`src/hw/rtl/rlf_pkg.sv`:
```
`default_nettype none

package rlf_pkg;

   localparam int COLOR_W   = 8;
   localparam int FADE_W    = 16;
   localparam int NUM_LANES = 3;

   typedef logic [COLOR_W-1:0] level_type;
   typedef logic [FADE_W-1:0]  fade_type;

   typedef enum logic [0:0] {
      CMD_TICK  = 1'b0,
      CMD_COLOR = 1'b1
   } cmd_type;

   typedef struct packed {
      logic      cmd;
      level_type red_in;
      level_type green_in;
      level_type blue_in;
   } req_word_type;

   typedef struct packed {
      level_type red_out;
      level_type green_out;
      level_type blue_out;
   } rsp_word_type;

   typedef struct packed {
      logic load;
      logic mul;
      logic step;
   } lane_ctl_type;

   typedef enum logic [3:0] {
      ST_IDLE = 4'b0001,
      ST_MUL  = 4'b0010,
      ST_DIV  = 4'b0100,
      ST_DONE = 4'b1000
   } state_type;

endpackage

`default_nettype wire

```
`src/hw/rtl/rlf_lane.sv`:
```
`default_nettype none

module rlf_lane #(
   parameter int CHANNEL_BITS = 8,
   parameter int TIME_BITS    = 16
) (
   input  logic                     clock,
   input  rlf_pkg::lane_ctl_type    ctl,
   input  logic [CHANNEL_BITS-1:0]  src_level,
   input  logic [CHANNEL_BITS-1:0]  dst_level,
   input  logic [TIME_BITS-1:0]     count,
   input  logic [TIME_BITS-1:0]     span,
   output logic [CHANNEL_BITS-1:0]  level
);
   import rlf_pkg::*;

   localparam int PROD_W = CHANNEL_BITS + TIME_BITS;
   localparam int NUM_W  = PROD_W + 1;

   logic [CHANNEL_BITS-1:0] from_ff;
   logic                    down_ff;
   logic [CHANNEL_BITS-1:0] mag_ff;
   logic [TIME_BITS-1:0]    count_ff;
   logic [TIME_BITS-1:0]    span_ff;
   logic [NUM_W-1:0]        num_ff;
   logic [NUM_W-1:0]        dsr_ff;
   logic [CHANNEL_BITS-1:0] quo_ff;

   logic [PROD_W-1:0]       prod;
   logic [TIME_BITS-1:0]    bias;
   logic [NUM_W-1:0]        num_in;
   logic                    ge;

   // falling channel rounds the step up so the level floors toward minus infinity
   assign prod   = PROD_W'(mag_ff) * PROD_W'(count_ff);
   assign bias   = down_ff ? (span_ff - TIME_BITS'(1)) : '0;
   assign num_in = NUM_W'(prod) + NUM_W'(bias);
   assign ge     = (num_ff >= dsr_ff);

   always_ff @(posedge clock) begin
      if (ctl.load) begin
         from_ff  <= src_level;
         down_ff  <= (dst_level < src_level);
         mag_ff   <= (dst_level < src_level) ? (src_level - dst_level)
                                             : (dst_level - src_level);
         count_ff <= count;
         span_ff  <= span;
         dsr_ff   <= NUM_W'(span) << (CHANNEL_BITS - 1);
      end else if (ctl.mul) begin
         num_ff <= num_in;
         quo_ff <= '0;
      end else if (ctl.step) begin
         if (ge) begin
            num_ff <= num_ff - dsr_ff;
         end
         quo_ff <= {quo_ff[CHANNEL_BITS-2:0], ge};
         dsr_ff <= dsr_ff >> 1;
      end
   end

   assign level = down_ff ? (from_ff - quo_ff) : (from_ff + quo_ff);

endmodule

`default_nettype wire

```
`config.mk`:
```
export PLATFORM = sky130hd
export DESIGN_NAME = rlf_lane
export DESIGN_NICKNAME = d
export VERILOG_FILES = /design/src/hw/rtl/rlf_pkg.sv /design/src/hw/rtl/rlf_lane.sv
export SDC_FILE = /design/constraint.sdc
export NUM_CORES = 1
export LEC_CHECK = 0
export ABC_AREA = 1
export BUFFER_PORTS_ARGS = -buffer_cell sky130_fd_sc_hd__buf_2
export CAP_MARGIN = 5
export CORE_MARGIN = 2
export CORE_UTILIZATION = 58
export CTS_CLUSTER_SIZE = 24
export DETAILED_ROUTE_END_ITERATION = 7
export PLACE_DENSITY = 0.84
export SYNTH_ARGS = -nofsm -noshare
export SYNTH_HDL_FRONTEND = slang
export SYNTH_SLANG_ARGS = --single-unit
export TNS_END_PERCENT = 30
```
`constraint.sdc`:
```
create_clock -name clock -period 5 [get_ports clock]
set_clock_uncertainty 0.15 [all_clocks]
set_input_delay 0.75 -clock clock [delete_from_list [all_inputs] [get_ports clock]]
set_output_delay 0.75 -clock clock [all_outputs]
set_load 0.01 [all_outputs]
```
; ---- Yosys cells after proc, flatten, opt, wreduce, memory -nomap -nowiden
; Index checks and enable logic that the tools add are counted.
[totals]
output_inout_bits = 8
regBits = 105
[op_classes]
mul = 1
magnitude_cmp = 2
addsub = 7
bitwise = 2
mux = 10
eq_ne = 1
reduce_logical = 7
[ops]
columns = operator, n
row1 = $mux 25, 3
row2 = $mux 23, 3
row3 = $add 24x16->25, 1
row4 = $ge 25x23->1, 1
row5 = $sub 25x23->25, 1
row6 = $mul 8x16->24, 1
row7 = $mux 8, 3
row8 = $sub 8x8->8, 3
row9 = $mux 16, 1
row10 = $sub 16x1->16 const B, 1
row11 = $add 8x8->8, 1
row12 = $lt 8x8->1, 1
row13 = $reduce_and 2->1, 3
row14 = $reduce_bool 2->1, 3
row15 = $reduce_and 3->1, 1
row16 = $ne 2x1->1 const B, 1
row17 = $not 1->1, 2

; ---- Depth between registers and ports, before layout
; Gate-level depths: netlist (run 1).
[depth]
depth_word = 4
depth_mapped = 26

; ---- Least setup slack after synthesis (run 1)
; Ideal clock, no wire load.
[synth_path]
kind = register -> register
from = register span_ff[0]
to = register num_ff[18], data pin
stages_incl_launch_ff = 24
path_slack_ns = 0.245
path_buffers = 0
arrival_ns = 4.352
synth_period_minus_slack_ns = 4.755
required_ns = 4.597
setup_time_ns = 0.253
cell_sequence = edfxtp_1 inv_1 ha_1 nand2_1 nor2_2 nand2_2 nor2_4 nand2_1 nand2_1 nand3_1 fa_1 fa_1 fa_1 fa_1 inv_1 ha_1 nand2_2 inv_1 a21oi_2 nor2_1 nor2_1 nand3b_1 nand3_1 nand2_1
[synth_via]
elab_chain_cells = 4
[synth_lines]
columns = element, line
row1 = "start, declared", rlf_lane.sv:24  ; logic [TIME_BITS-1:0] span_ff;
row2 = "start signal, assigned", rlf_lane.sv:47  ; span_ff <= span;
row3 = $sub 16x1->16, rlf_lane.sv:36  ; assign bias = down_ff ? (span_ff - TIME_BITS'(1)) : '0;
row4 = $mux 16, rlf_lane.sv:36
row5 = $add 24x16->25, rlf_lane.sv:37  ; assign num_in = NUM_W'(prod) + NUM_W'(bias);
row6 = $mux 25, rlf_lane.sv:49  ; end else if (ctl.mul) begin
row7 = "end signal, assigned", rlf_lane.sv:50  ; num_ff <= num_in;
row8 = "end signal, assigned", rlf_lane.sv:54  ; num_ff <= num_ff - dsr_ff;
row9 = "end, declared", rlf_lane.sv:25  ; logic [NUM_W-1:0] num_ff;
; No other way between the ends.
; A chain may end at the register's enable or synchronous reset.

; ---- Final worst setup path (run 1)
[layout_path]
from = register span_ff[1]
to = register num_ff[18], data pin
; The elaborated chain is that of the path after synthesis.

==> metrics, run 1 <==
flops & latches, synth 105; Die Height 149 um; max_cap viols 0; PortBufs 59; syn_area_per_cell around 7.4 um2; WL final about 32 mm; Post-Synth Simple-Gate Area between 20% and 30%; Post-route DRC 0; Vias roughly 11000; CTS root buf clkbuf_16; crit-path cells inv_2 -> buf_6 -> nand4_4 -> nor2_4 -> nand2_4 -> nor3_4 -> nand2_1 -> nand2_1 -> nand3_2 -> fa_1 -> fa_1 -> fa_2 -> fa_1 -> inv_2 -> ha_4 -> nand2_8 -> buf_6 -> nor3_4 -> nand2_2 -> nand2_1 -> nand2_1 -> nand3_1 -> nand2_1; synth unique cells 44; worst min path class reg -> reg; Slowest cell on crit path fa_1; adder-cell share of the synthesized area about a quarter; Crit path top cell by count nand2_1; Setup crit end kind flip-flop; reg2reg setup slack -0.01 ns; 1st-iter DRT viols 660; worst setup path class reg -> reg; WL/cell 15.8 um; largest net degree at the start of global routing 61; syn nets around 1900; Ys Warns 0; slack of the critical path -0.0149 ns; Final Slew Violations 0; startpoint types flip-flop; most frequent cells in the layout nand2_1, inv_1, fa_1; HPWL after DPL about 25 mm; total CTS buffers 9; Cell Area, Synth about 0.012 mm2; complex-gate fraction of the synthesized area slightly below 5%; post-synthesis mux area share 0%; worst-margin pin slew a little under 0.8 ns; min Tclk post-route around 5 ns; RD Place Congestion 0.953; Largest delay share family, worst path adder cells; clk buf depth 2; first-pass GRT wire length 51.2 mm; Remaining Overflow, GRT 0; slew margin rel. between 40 and 50%; row count between 50 and 60; Area growth syn-to-layout 12.7%; Starting Density around 59%; ratio of cells with drive above 1 in the final layout roughly 16%; Ports 60; Syn Inst Count 1658; # setup viols final 1; Post-Synth XOR/XNOR Area 2.28%; post-route antenna net violation count 0; violated checks setup timing; post-synthesis sequential area ratio 25.1%; commonest non-fill, non-tap cell in the layout nand2_1; Fmax achieved 199 MHz; largest family of logic cells by synthesized area simple AND/OR/NAND/NOR gates; Final period util 100%; # diodes 0; buffers and inverters on the worst path 4; hold buffers post-CTS 0; number of global-route vias before repair 10700; Die Wd 149 um; final core utilization 66.2%; worst skew pair latency about 0.38 ns; gr usage total about 29%; DRT Pass-1 Iters 5; Reg clk slew, reported paths approximately 0.080 ns; die area between 0.02 and 0.025 mm2; CP Max Fanout 4; Final Hold Viols 0; core area between 0.02 and 0.025 mm2; initial antenna violation count 0; status complete, but fails checks; H-tree Lvls 3; Vias/cell 5.28; critical path data arrival time 4.99 ns; largest stage delay on the critical path 0.61 ns; Post-layout nets about 2000; CTS tree done; Sink Count ~110; CP required 4.97 ns; RSZ-0062 raised after global routing true
==> metrics by stage <==
step	setup TNS, ns	hold slack (ns)	setup WS, ns	area [um2]	instances
2_1_floorplan	0	0.294	0.245	12300	1658
3_3_place_gp	-0.185	0.308	-0.0548	13000	1980
3_5_place_dp	-1.89	0.321	-0.223	13000	1980
4_1_cts	0	0.333	0.000376	13600	2000
5_1_grt	-1.96	0.363	-0.214	13800	2006
6_report	-0.0149	0.335	-0.0149	13800	2006
==> worst reg2reg max path: cells and delay by family (launching register included) <==
family / cells / cell delay, ns
buffers and inverters: 4 / 0.41
and+or+nand+nor: 14 / 1.32
adders and majority gates: 5 / 2.43
DFF: 1 / 0.44
==> worst paths after layout <==
path	start	endpoint	cells after the start
min	dsr_ff[3]$_SDFFE_PP0P_	dsr_ff[2]$_SDFFE_PP0P_	2
max reg2reg	span_ff[1]$_DFFE_PP_	num_ff[18]$_DFFE_PP_	23
min reg2reg	dsr_ff[3]$_SDFFE_PP0P_	dsr_ff[2]$_SDFFE_PP0P_	2
max	span_ff[1]$_DFFE_PP_	num_ff[18]$_DFFE_PP_	23
==> registers in the layout (all words and copies together) (netlist names) <==
name      flops
count_ff     16
down_ff       1
dsr_ff       23
from_ff       8
num_ff       25
quo_ff        8
span_ff      16
mag_ff        8
==> synth_stat cells (all sizes together) <==
cell      n  area share [%]
a31oi     1           0.051
nand3    90             3.9
fa      104              17
a21o      2            0.12
xnor2     4            0.29
inv     377              12
nand2   558              18
xor2     28             2.0
or2       6            0.31
o221ai    1           0.071
a21oi    57             2.5
nand4    16            0.87
buf      12            0.57
o31ai     3            0.18
o22ai     1           0.051
a41oi     1           0.071
and2      3            0.19
nor3     11            0.57
nor2     93             3.7
clkbuf   38             1.2
edfxtp   98              24
o21bai    3            0.18
dfxtp     7             1.1
o21ai    39             1.7
a21boi    1           0.061
nand3b    9            0.55
ha       95             9.7
==> layout make-up <==
type                            instances  area, um2
Clock buffer                            9        225
Clock inverter                          7       71.3
Fill cell                            1716       7060
Inverter                              377       1420
Multi-Input combinational cell       1126       8020
Sequential cell                       105       3080
Tap cell                              275        344
Timing Repair Buffer                  107        667
==> routing by layer <==
| metal | GRT usage, % | share of wire (%) | routed length (um) |
|---|---|---|---|
| met5 | 0 | 0 | 0 |
| met4 | 10.1 | 3.1 | 969 |
| met3 | 3.84 | 6.5 | 2050 |
| met2 | 52.1 | 49 | 15600 |
| met1 | 37.0 | 41 | 13100 |
==> kinds of logic after synthesis <==
family | Yosys count
buffers and inverters | 427
DFF | 105
adders and majority gates | 199
xor gates and xnor gates | 32
AOI/OAI and AO/OA | 109
and+or+nand+nor | 786
==> repair_timing <==
item / in CTS / in global routing
pin swaps: 27 / 57
gates resized for setup: 58 / 51
buffers inserted: 4 / 6
endpoints found under the setup margin: 14 / 17
Power of run 1 is left out: the tool's default activity adds up to more than one toggle a clock period on the data nets, which glitch-free logic cannot reach.
==> inputs of run 2 (changes only) <==
--- a/config.mk
+++ b/config.mk
@@ -8,6 +8,7 @@
 export ABC_AREA = 1
 export BUFFER_PORTS_ARGS = -buffer_cell sky130_fd_sc_hd__buf_2
 export CAP_MARGIN = 5
+export CORE_ASPECT_RATIO = 1.25
 export CORE_MARGIN = 2
 export CORE_UTILIZATION = 58
 export CTS_CLUSTER_SIZE = 24
==> metrics, run 2 (synthesized netlist as in run 1, its figures left out) <==
status complete, but fails checks (unchanged); violated checks setup timing (unchanged); DP Cell Count 1988 (was 1980); slack of the critical path -0.0565 ns (was -0.0149 ns); CP Max Fanout 5 (was 4); Post-route DRC 0 (unchanged); 1st-iter DRT viols 738 (was 660); worst min path class reg -> reg (unchanged); Critical Path Source span_ff[1]$_DFFE_PP_ (unchanged); min Tclk post-route 5.06 ns (was 5.01 ns); RSZ-0062 raised after global routing true (unchanged); setup TNS -0.128 ns (was -0.0149 ns); Remaining Overflow, GRT 0 (unchanged); Final Slew Violations 0 (unchanged); hold buffers post-CTS 0 (unchanged); Reg2Reg Capture Point num_ff[22]$_DFFE_PP_ (was num_ff[18]$_DFFE_PP_); # setup viols final 5 (was 1); # diodes 0 (unchanged); final core utilization 66.7% (was 66.2%); CTS root buf clkbuf_16 (unchanged); CP required 4.98 ns (was 4.97 ns); die area 0.0223 mm2 (about the same); core area 0.0208 mm2 (was 0.0209 mm2); reg2reg path depth 24 (was 23); gr usage total 30.2% (was 29.4%); total CTS buffers 9 (unchanged); Ports 60 (unchanged); CP Capture Point num_ff[22]$_DFFE_PP_ (was num_ff[18]$_DFFE_PP_); Design Area, Final 0.0139 mm2 (was 0.0138 mm2); Vias 10800 (was 10600); Starting Density 58.9% (was 58.7%); worst reg2reg path startpoint span_ff[1]$_DFFE_PP_ (unchanged); Final period util 101% (was 100%); post-route antenna net violation count 0 (unchanged); clk buf depth 2 (unchanged); Layout Cells excl Fill 2014 (was 2006); initial antenna violation count 0 (unchanged); HPWL after DPL 26.0 mm (was 25.3 mm); Filler Cells Inserted 1697 (was 1716); H-tree Lvls 3 (unchanged); worst skew pair latency 0.37 ns (was 0.38 ns); Vias/cell 5.36 (was 5.28); largest register by flop count num_ff (unchanged); number of global-route vias before repair 11100 (was 10700); DRT Pass-1 Iters 5 (unchanged); PortBufs 59 (unchanged); Setup crit end kind flip-flop (unchanged); Area after DPL 0.0130 mm2 (about the same); Fmax achieved 198 MHz (was 199 MHz); Largest regs num_ff (25), dsr_ff (23) (unchanged); ratio of cells with drive above 1 in the final layout 16.3% (was 15.9%); reg2reg setup slack -0.06 ns (was -0.01 ns); first-pass GRT wire length 53.2 mm (was 51.2 mm); Die Wd 134 um (was 149 um); Final Hold Viols 0 (unchanged); Sink Count 105 (unchanged); RD Place Congestion 0.983 (was 0.953); CTS tree done (unchanged); critical path data arrival time 5.04 ns (was 4.99 ns); Area growth syn-to-layout 13.2% (was 12.7%); slew margin rel. 46.0% (was 48.5%); worst-margin pin slew 0.810 ns (was 0.773 ns); commonest non-fill, non-tap cell in the layout nand2_1 (unchanged); WL final 33.0 mm (was 31.7 mm); Reg clk slew, reported paths 0.09 ns (was 0.08 ns); startpoint types flip-flop (unchanged); row count 59 (was 53); most frequent cells in the layout nand2_1, inv_1, fa_1 (unchanged); WL/cell 16.4 um (was 15.8 um); worst setup path class reg -> reg (unchanged); Die Height 167 um (was 149 um); Largest register FFs 25 (unchanged); largest net degree at the start of global routing 68 (was 61); Post-layout nets 1986 (was 1977); max_cap viols 0 (unchanged)
run 2: changes by cell type in the layout (fill, tap and decap cells not counted), sizes merged:
cell	change
buf	+9
clkinvlp	-2
inv	+2
run 2: stage by stage:
step,hold WS (ns),setup slack (ns)
final,0.341,-0.0565
after global routing,0.370,-0.224
after CTS,0.343,-0.0184
after detailed placement,0.326,-0.337
after global placement,0.313,-0.225
after floorplan,0.294,0.245
run 2: worst min path at each step:
| stage | startpoint | to | slack, ns | cells after the start |
|---|---|---|---|---|
| floorplan | dsr_ff[3]$_SDFFE_PP0P_ | dsr_ff[2]$_SDFFE_PP0P_ | 0.29 | 2 |
| global placement | dsr_ff[6]$_SDFFE_PP0P_ | dsr_ff[5]$_SDFFE_PP0P_ | 0.31 | 2 |
| detailed placement | dsr_ff[5]$_SDFFE_PP0P_ | dsr_ff[4]$_SDFFE_PP0P_ | 0.33 | 2 |
| CTS | dsr_ff[5]$_SDFFE_PP0P_ | dsr_ff[4]$_SDFFE_PP0P_ | 0.34 | 2 |
| global route | dsr_ff[2]$_SDFFE_PP0P_ | dsr_ff[1]$_SDFFE_PP0P_ | 0.37 | 2 |
| finish | dsr_ff[5]$_SDFFE_PP0P_ | dsr_ff[4]$_SDFFE_PP0P_ | 0.34 | 2 |
run 2: final cells by class:
| cell class | instances | area [um2] | share of cell area, % |
|---|---|---|---|
| Multi-Input combinational cell | 1126 | 8010 | 57.6 |
| Sequential cell | 105 | 3080 | 22.2 |
| Inverter | 377 | 1420 | 10.2 |
| Timing Repair Buffer | 116 | 727 | 5.23 |
| Tap cell | 274 | 343 | 2.47 |
| Clock buffer | 9 | 225 | 1.62 |
| Clock inverter | 7 | 86.3 | 0.622 |
run 2: worst max-delay path, stage by stage, from the launching register on:
cell and delay, ns:
edfxtp_1 0.44, inv_2 0.14, ha_4 0.16, nand2_4 0.06, nor2_4 0.12, nand2_4 0.08, nor2_4 0.17, nand2_2 0.08
nor3_2 0.19, o21ai_2 0.08, fa_2 0.54, fa_1 0.44, fa_1 0.46, fa_1 0.49, inv_1 0.07, ha_4 0.29
nand2_2 0.09, inv_2 0.09, nand2_4 0.06, nor2_4 0.10, nand3b_1 0.17, nand3_1 0.13, nand2_1 0.06, nand3_1 0.08
nand2_1 0.06
run 2: routing by layer:
| layer | wire [um] | GRT usage [%] |
|---|---|---|
| met3 | 1530 | 3.11 |
| met5 | 0 | 0 |
| met2 | 16900 | 54.5 |
| met1 | 12100 | 33.3 |
| met4 | 2520 | 20.1 |
run 2: repair_timing:
item / 4_1_cts / 5_1_grt
cloned: 0 / 0
setup endpoints to repair: 16 / 18
gates resized for setup: 32 / 74
buffers inserted: 5 / 6
pin swaps: 19 / 37
Power of run 2 is left out for the same reason.
==> inputs of run 3 (changes only) <==
--- a/config.mk
+++ b/config.mk
@@ -5,15 +5,15 @@
 export SDC_FILE = /design/constraint.sdc
 export NUM_CORES = 1
 export LEC_CHECK = 0
-export ABC_AREA = 1
 export BUFFER_PORTS_ARGS = -buffer_cell sky130_fd_sc_hd__buf_2
 export CAP_MARGIN = 5
 export CORE_ASPECT_RATIO = 1.25
 export CORE_MARGIN = 2
-export CORE_UTILIZATION = 58
+export CORE_UTILIZATION = 68
 export CTS_CLUSTER_SIZE = 24
 export DETAILED_ROUTE_END_ITERATION = 7
-export PLACE_DENSITY = 0.84
+export PLACE_DENSITY = 0.92
+export REMOVE_ABC_BUFFERS = 1
 export SYNTH_ARGS = -nofsm -noshare
 export SYNTH_HDL_FRONTEND = slang
 export SYNTH_SLANG_ARGS = --single-unit
==> constraint.sdc (replaced) <==
create_clock -name clock -period 6.5 [get_ports clock]
set_clock_uncertainty 0.15 [all_clocks]
set_input_delay 0.975 -clock clock [delete_from_list [all_inputs] [get_ports clock]]
set_output_delay 0.975 -clock clock [all_outputs]
set_load 0.01 [all_outputs]
==> metrics, run 3 <==
max_cap viols 0 (unchanged); core area 0.0156 mm2 (was 0.0208 mm2); Critical Path Source span_ff[3]$_DFFE_PP_ (was span_ff[1]$_DFFE_PP_); post-synthesis mux area share 1.57% (was 0%); largest family of logic cells by synthesized area adder cells (was simple AND/OR/NAND/NOR gates); reg2reg path depth 19 (was 24); Vias/cell 6.08 (was 5.36); post-synthesis sequential area ratio 28.2% (was 25.1%); WL/cell 18.4 um (was 16.4 um); Post-Synth XOR/XNOR Area 5.13% (was 2.28%); Cell Area, Synth 0.0109 mm2 (was 0.0123 mm2); worst-margin pin slew 0.953 ns (was 0.810 ns); Synth top area share 26.9% (was 24.0%); Post-layout nets 1437 (was 1986); async set-reset flop share out of synthesis 0% (unchanged); startpoint types flip-flop (unchanged); Largest regs num_ff (25), dsr_ff (23) (unchanged); post-CTS sizing 0 (was 32); Die Wd 117 um (was 134 um); Reg2Reg Capture Point num_ff[23]$_DFFE_PP_ (was num_ff[22]$_DFFE_PP_); Largest delay share family, worst path adder cells (unchanged); HPWL after DPL 20.2 mm (was 26.0 mm); most common cell in the netlist nand2_1 (unchanged); status finished clean (was complete, but fails checks); Ports 60 (unchanged); Area contributors post-synth edfxtp_1, fa_1, ha_1 (was edfxtp_1, fa_1, nand2_1); min Tclk post-route 6.25 ns (was 5.06 ns); EDFF count, synth 98 (unchanged); Crit path top cell by count fa_1; # setup viols final 0 (was 5); CP Capture Point num_ff[23]$_DFFE_PP_ (was num_ff[22]$_DFFE_PP_); initial antenna violation count 0 (unchanged); Final Slew Violations 0 (unchanged); number of global-route vias before repair 9026 (was 11100); Area growth syn-to-layout 7.06% (was 13.2%); crit-path cells or4_1 -> nor2_4 -> nand2_1 -> nor3_2 -> xor2_1 -> nand2_1 -> fa_1 -> fa_1 -> fa_1 -> fa_1 -> inv_1 -> ha_1 -> a211o_1 -> a21o_1 -> o211ai_2 -> a211oi_1 -> or3_1 -> a31oi_1 -> a311oi_1 (was inv_2 -> ha_4 -> nand2_4 -> nor2_4 -> nand2_4 -> nor2_4 -> nand2_2 -> nor3_2 -> o21ai_2 -> fa_2 -> fa_1 -> fa_1 -> fa_1 -> inv_1 -> ha_4 -> nand2_2 -> inv_2 -> nand2_4 -> nor2_4 -> nand3b_1 -> nand3_1 -> nand2_1 -> nand3_1 -> nand2_1); top cells by count, synth nand2_1, inv_1, fa_1 (unchanged); pre-CTS setup slack 0.277 ns (was -0.337 ns); Post-Synth Simple-Gate Area 15.7% (was 27.7%); buffers and inverters on the worst path 1 (was 3); Ys Warns 0 (unchanged); CTS root buf clkbuf_16 (unchanged); largest register by flop count num_ff (unchanged); H-tree Lvls 3 (unchanged); worst setup path class reg -> reg (unchanged); synth unique cells 70 (was 44); row count 51 (was 59); Vias 8534 (was 10800); RD Place Congestion 0.959 (was 0.983); # diodes 0 (unchanged); clk buf depth 2 (unchanged); hold buffers post-CTS 0 (unchanged); WL final 25.8 mm (was 33.0 mm); Syn Inst Count 1147 (was 1658); flops & latches, synth 105 (unchanged); CTS tree done (unchanged); 1st-iter DRT viols 678 (was 738); Sink Count 105 (unchanged); Remaining Overflow, GRT 0 (unchanged); Setup crit end kind flip-flop (unchanged); Largest register FFs 25 (unchanged); Post-synth top flop edfxtp_1 (unchanged); Filler Cells Inserted 1090 (was 1697); die area 0.0171 mm2 (was 0.0223 mm2); total CTS buffers 9 (unchanged); Final Hold Viols 0 (unchanged); gr usage total 31.0% (was 30.2%); adder-cell share of the synthesized area 29.9% (was 26.7%); most frequent cells in the layout nand2_1, inv_1, fa_1 (unchanged); first-pass GRT wire length 42.4 mm (was 53.2 mm); ratio of cells with drive above 1 in the final layout 9.07% (was 16.3%); post-route antenna net violation count 0 (unchanged); worst reg2reg path startpoint span_ff[3]$_DFFE_PP_ (was span_ff[1]$_DFFE_PP_); worst min path class reg -> reg (unchanged); PortBufs 59 (unchanged); Starting Density 69.9% (was 58.9%); Post-route DRC 0 (unchanged); critical path data arrival time 6.19 ns (was 5.04 ns); reg2reg setup slack 0.25 ns (was -0.06 ns); syn_area_per_cell 9.53 um2 (was 7.40 um2); worst skew pair latency 0.37 ns (about the same); DRT Pass-1 Iters 5 (unchanged); Slowest cell on crit path fa_1 (was fa_2); Fmax achieved 160 MHz (was 198 MHz); largest area contributor in the netlist edfxtp_1 (unchanged); Die Height 146 um (was 167 um); largest stage delay on the critical path 0.63 ns (was 0.54 ns); total stage count of the critical path 19 (was 24); complex-gate fraction of the synthesized area 12.7% (was 4.96%); Final period util 96.2% (was 101%); slew margin rel. 36.5% (was 46.0%); CP Max Fanout 11 (was 5); largest net degree at the start of global routing 54 (was 68); Reg clk slew, reported paths 0.08 ns (was 0.09 ns); post-CTS setup buffer count 0 (was 5); CP required 6.44 ns (was 4.98 ns); commonest non-fill, non-tap cell in the layout nand2_1 (unchanged); slack of the critical path 0.249 ns (was -0.0565 ns)
run 3: changes by cell type after synthesis, moves of 14 or more:
cell | previous run | this run
nand3_1 | 84 | 14
inv_1 | 372 | 159
nand2b_1 | 0 | 14
nor2_1 | 71 | 48
nand2_2 | 25 | 1
xnor2_1 | 4 | 38
nand2_1 | 533 | 174
mux2i_1 | 0 | 16
and2_1 | 1 | 53
run 3: per-stage QoR:
| stage | util (%) | setup TNS (ns) | cells | instance area, um2 | hold WS [ns] |
|---|---|---|---|---|---|
| 2_1_floorplan | - | 0 | 1112 | 10800 | 0.284 |
| 3_3_place_gp | 72.8 | 0 | 1387 | 11400 | 0.297 |
| 3_5_place_dp | 72.8 | 0 | 1387 | 11400 | 0.312 |
| 4_1_cts | 74.7 | 0 | 1403 | 11700 | 0.325 |
| 5_1_grt | 74.9 | -0.0995 | 1403 | 11700 | 0.346 |
| 6_report | 74.9 | 0 | 1403 | 11700 | 0.323 |
run 3: worst min-delay path by stage:
stage	end	cells after the start	from
after global placement	dsr_ff[0]$_SDFFE_PP0P_	2	dsr_ff[0]$_SDFFE_PP0P_
final	dsr_ff[2]$_SDFFE_PP0P_	2	dsr_ff[3]$_SDFFE_PP0P_
after floorplan	dsr_ff[0]$_SDFFE_PP0P_	2	dsr_ff[0]$_SDFFE_PP0P_
after detailed placement	dsr_ff[5]$_SDFFE_PP0P_	2	dsr_ff[6]$_SDFFE_PP0P_
after CTS	dsr_ff[2]$_SDFFE_PP0P_	2	dsr_ff[3]$_SDFFE_PP0P_
after global routing	dsr_ff[3]$_SDFFE_PP0P_	2	dsr_ff[3]$_SDFFE_PP0P_
run 3: metal layers:
metal	global-route usage, %	vias up	wire [um]
met3	4.78	82	1550
met5	0	-	0
met4	14.0	0	1050
met2	57.4	354	13700
li1	-	3935	-
met1	35.2	4163	9510
run 3: cell type report:
class	count	area, um2	share of cell area (%)
clock inverters	5	48.8	0.417
repair buffers	63	328	2.80
flip-flops and latches	105	3080	26.3
well taps	212	265	2.27
clock buffers	11	243	2.07
inverters	159	597	5.10
multi-input cells	848	7140	61.0
run 3: logic make-up after synthesis:
kind of cell,count (synthesis)
DFF,105
buffers and inverters,194
muxes,17
xor gates and xnor gates,64
AOI/OAI and AO/OA,203
and+or+nand+nor,365
adders and majority gates,199
run 3: worst min-delay path: cells and delay by family (launching register included):
kind,cells,cell delay (ns)
DFF,1,0.33
and+or+nand+nor,1,0.06
AOI/OAI and AO/OA,1,0.05
Power of run 3 is left out for the same reason.
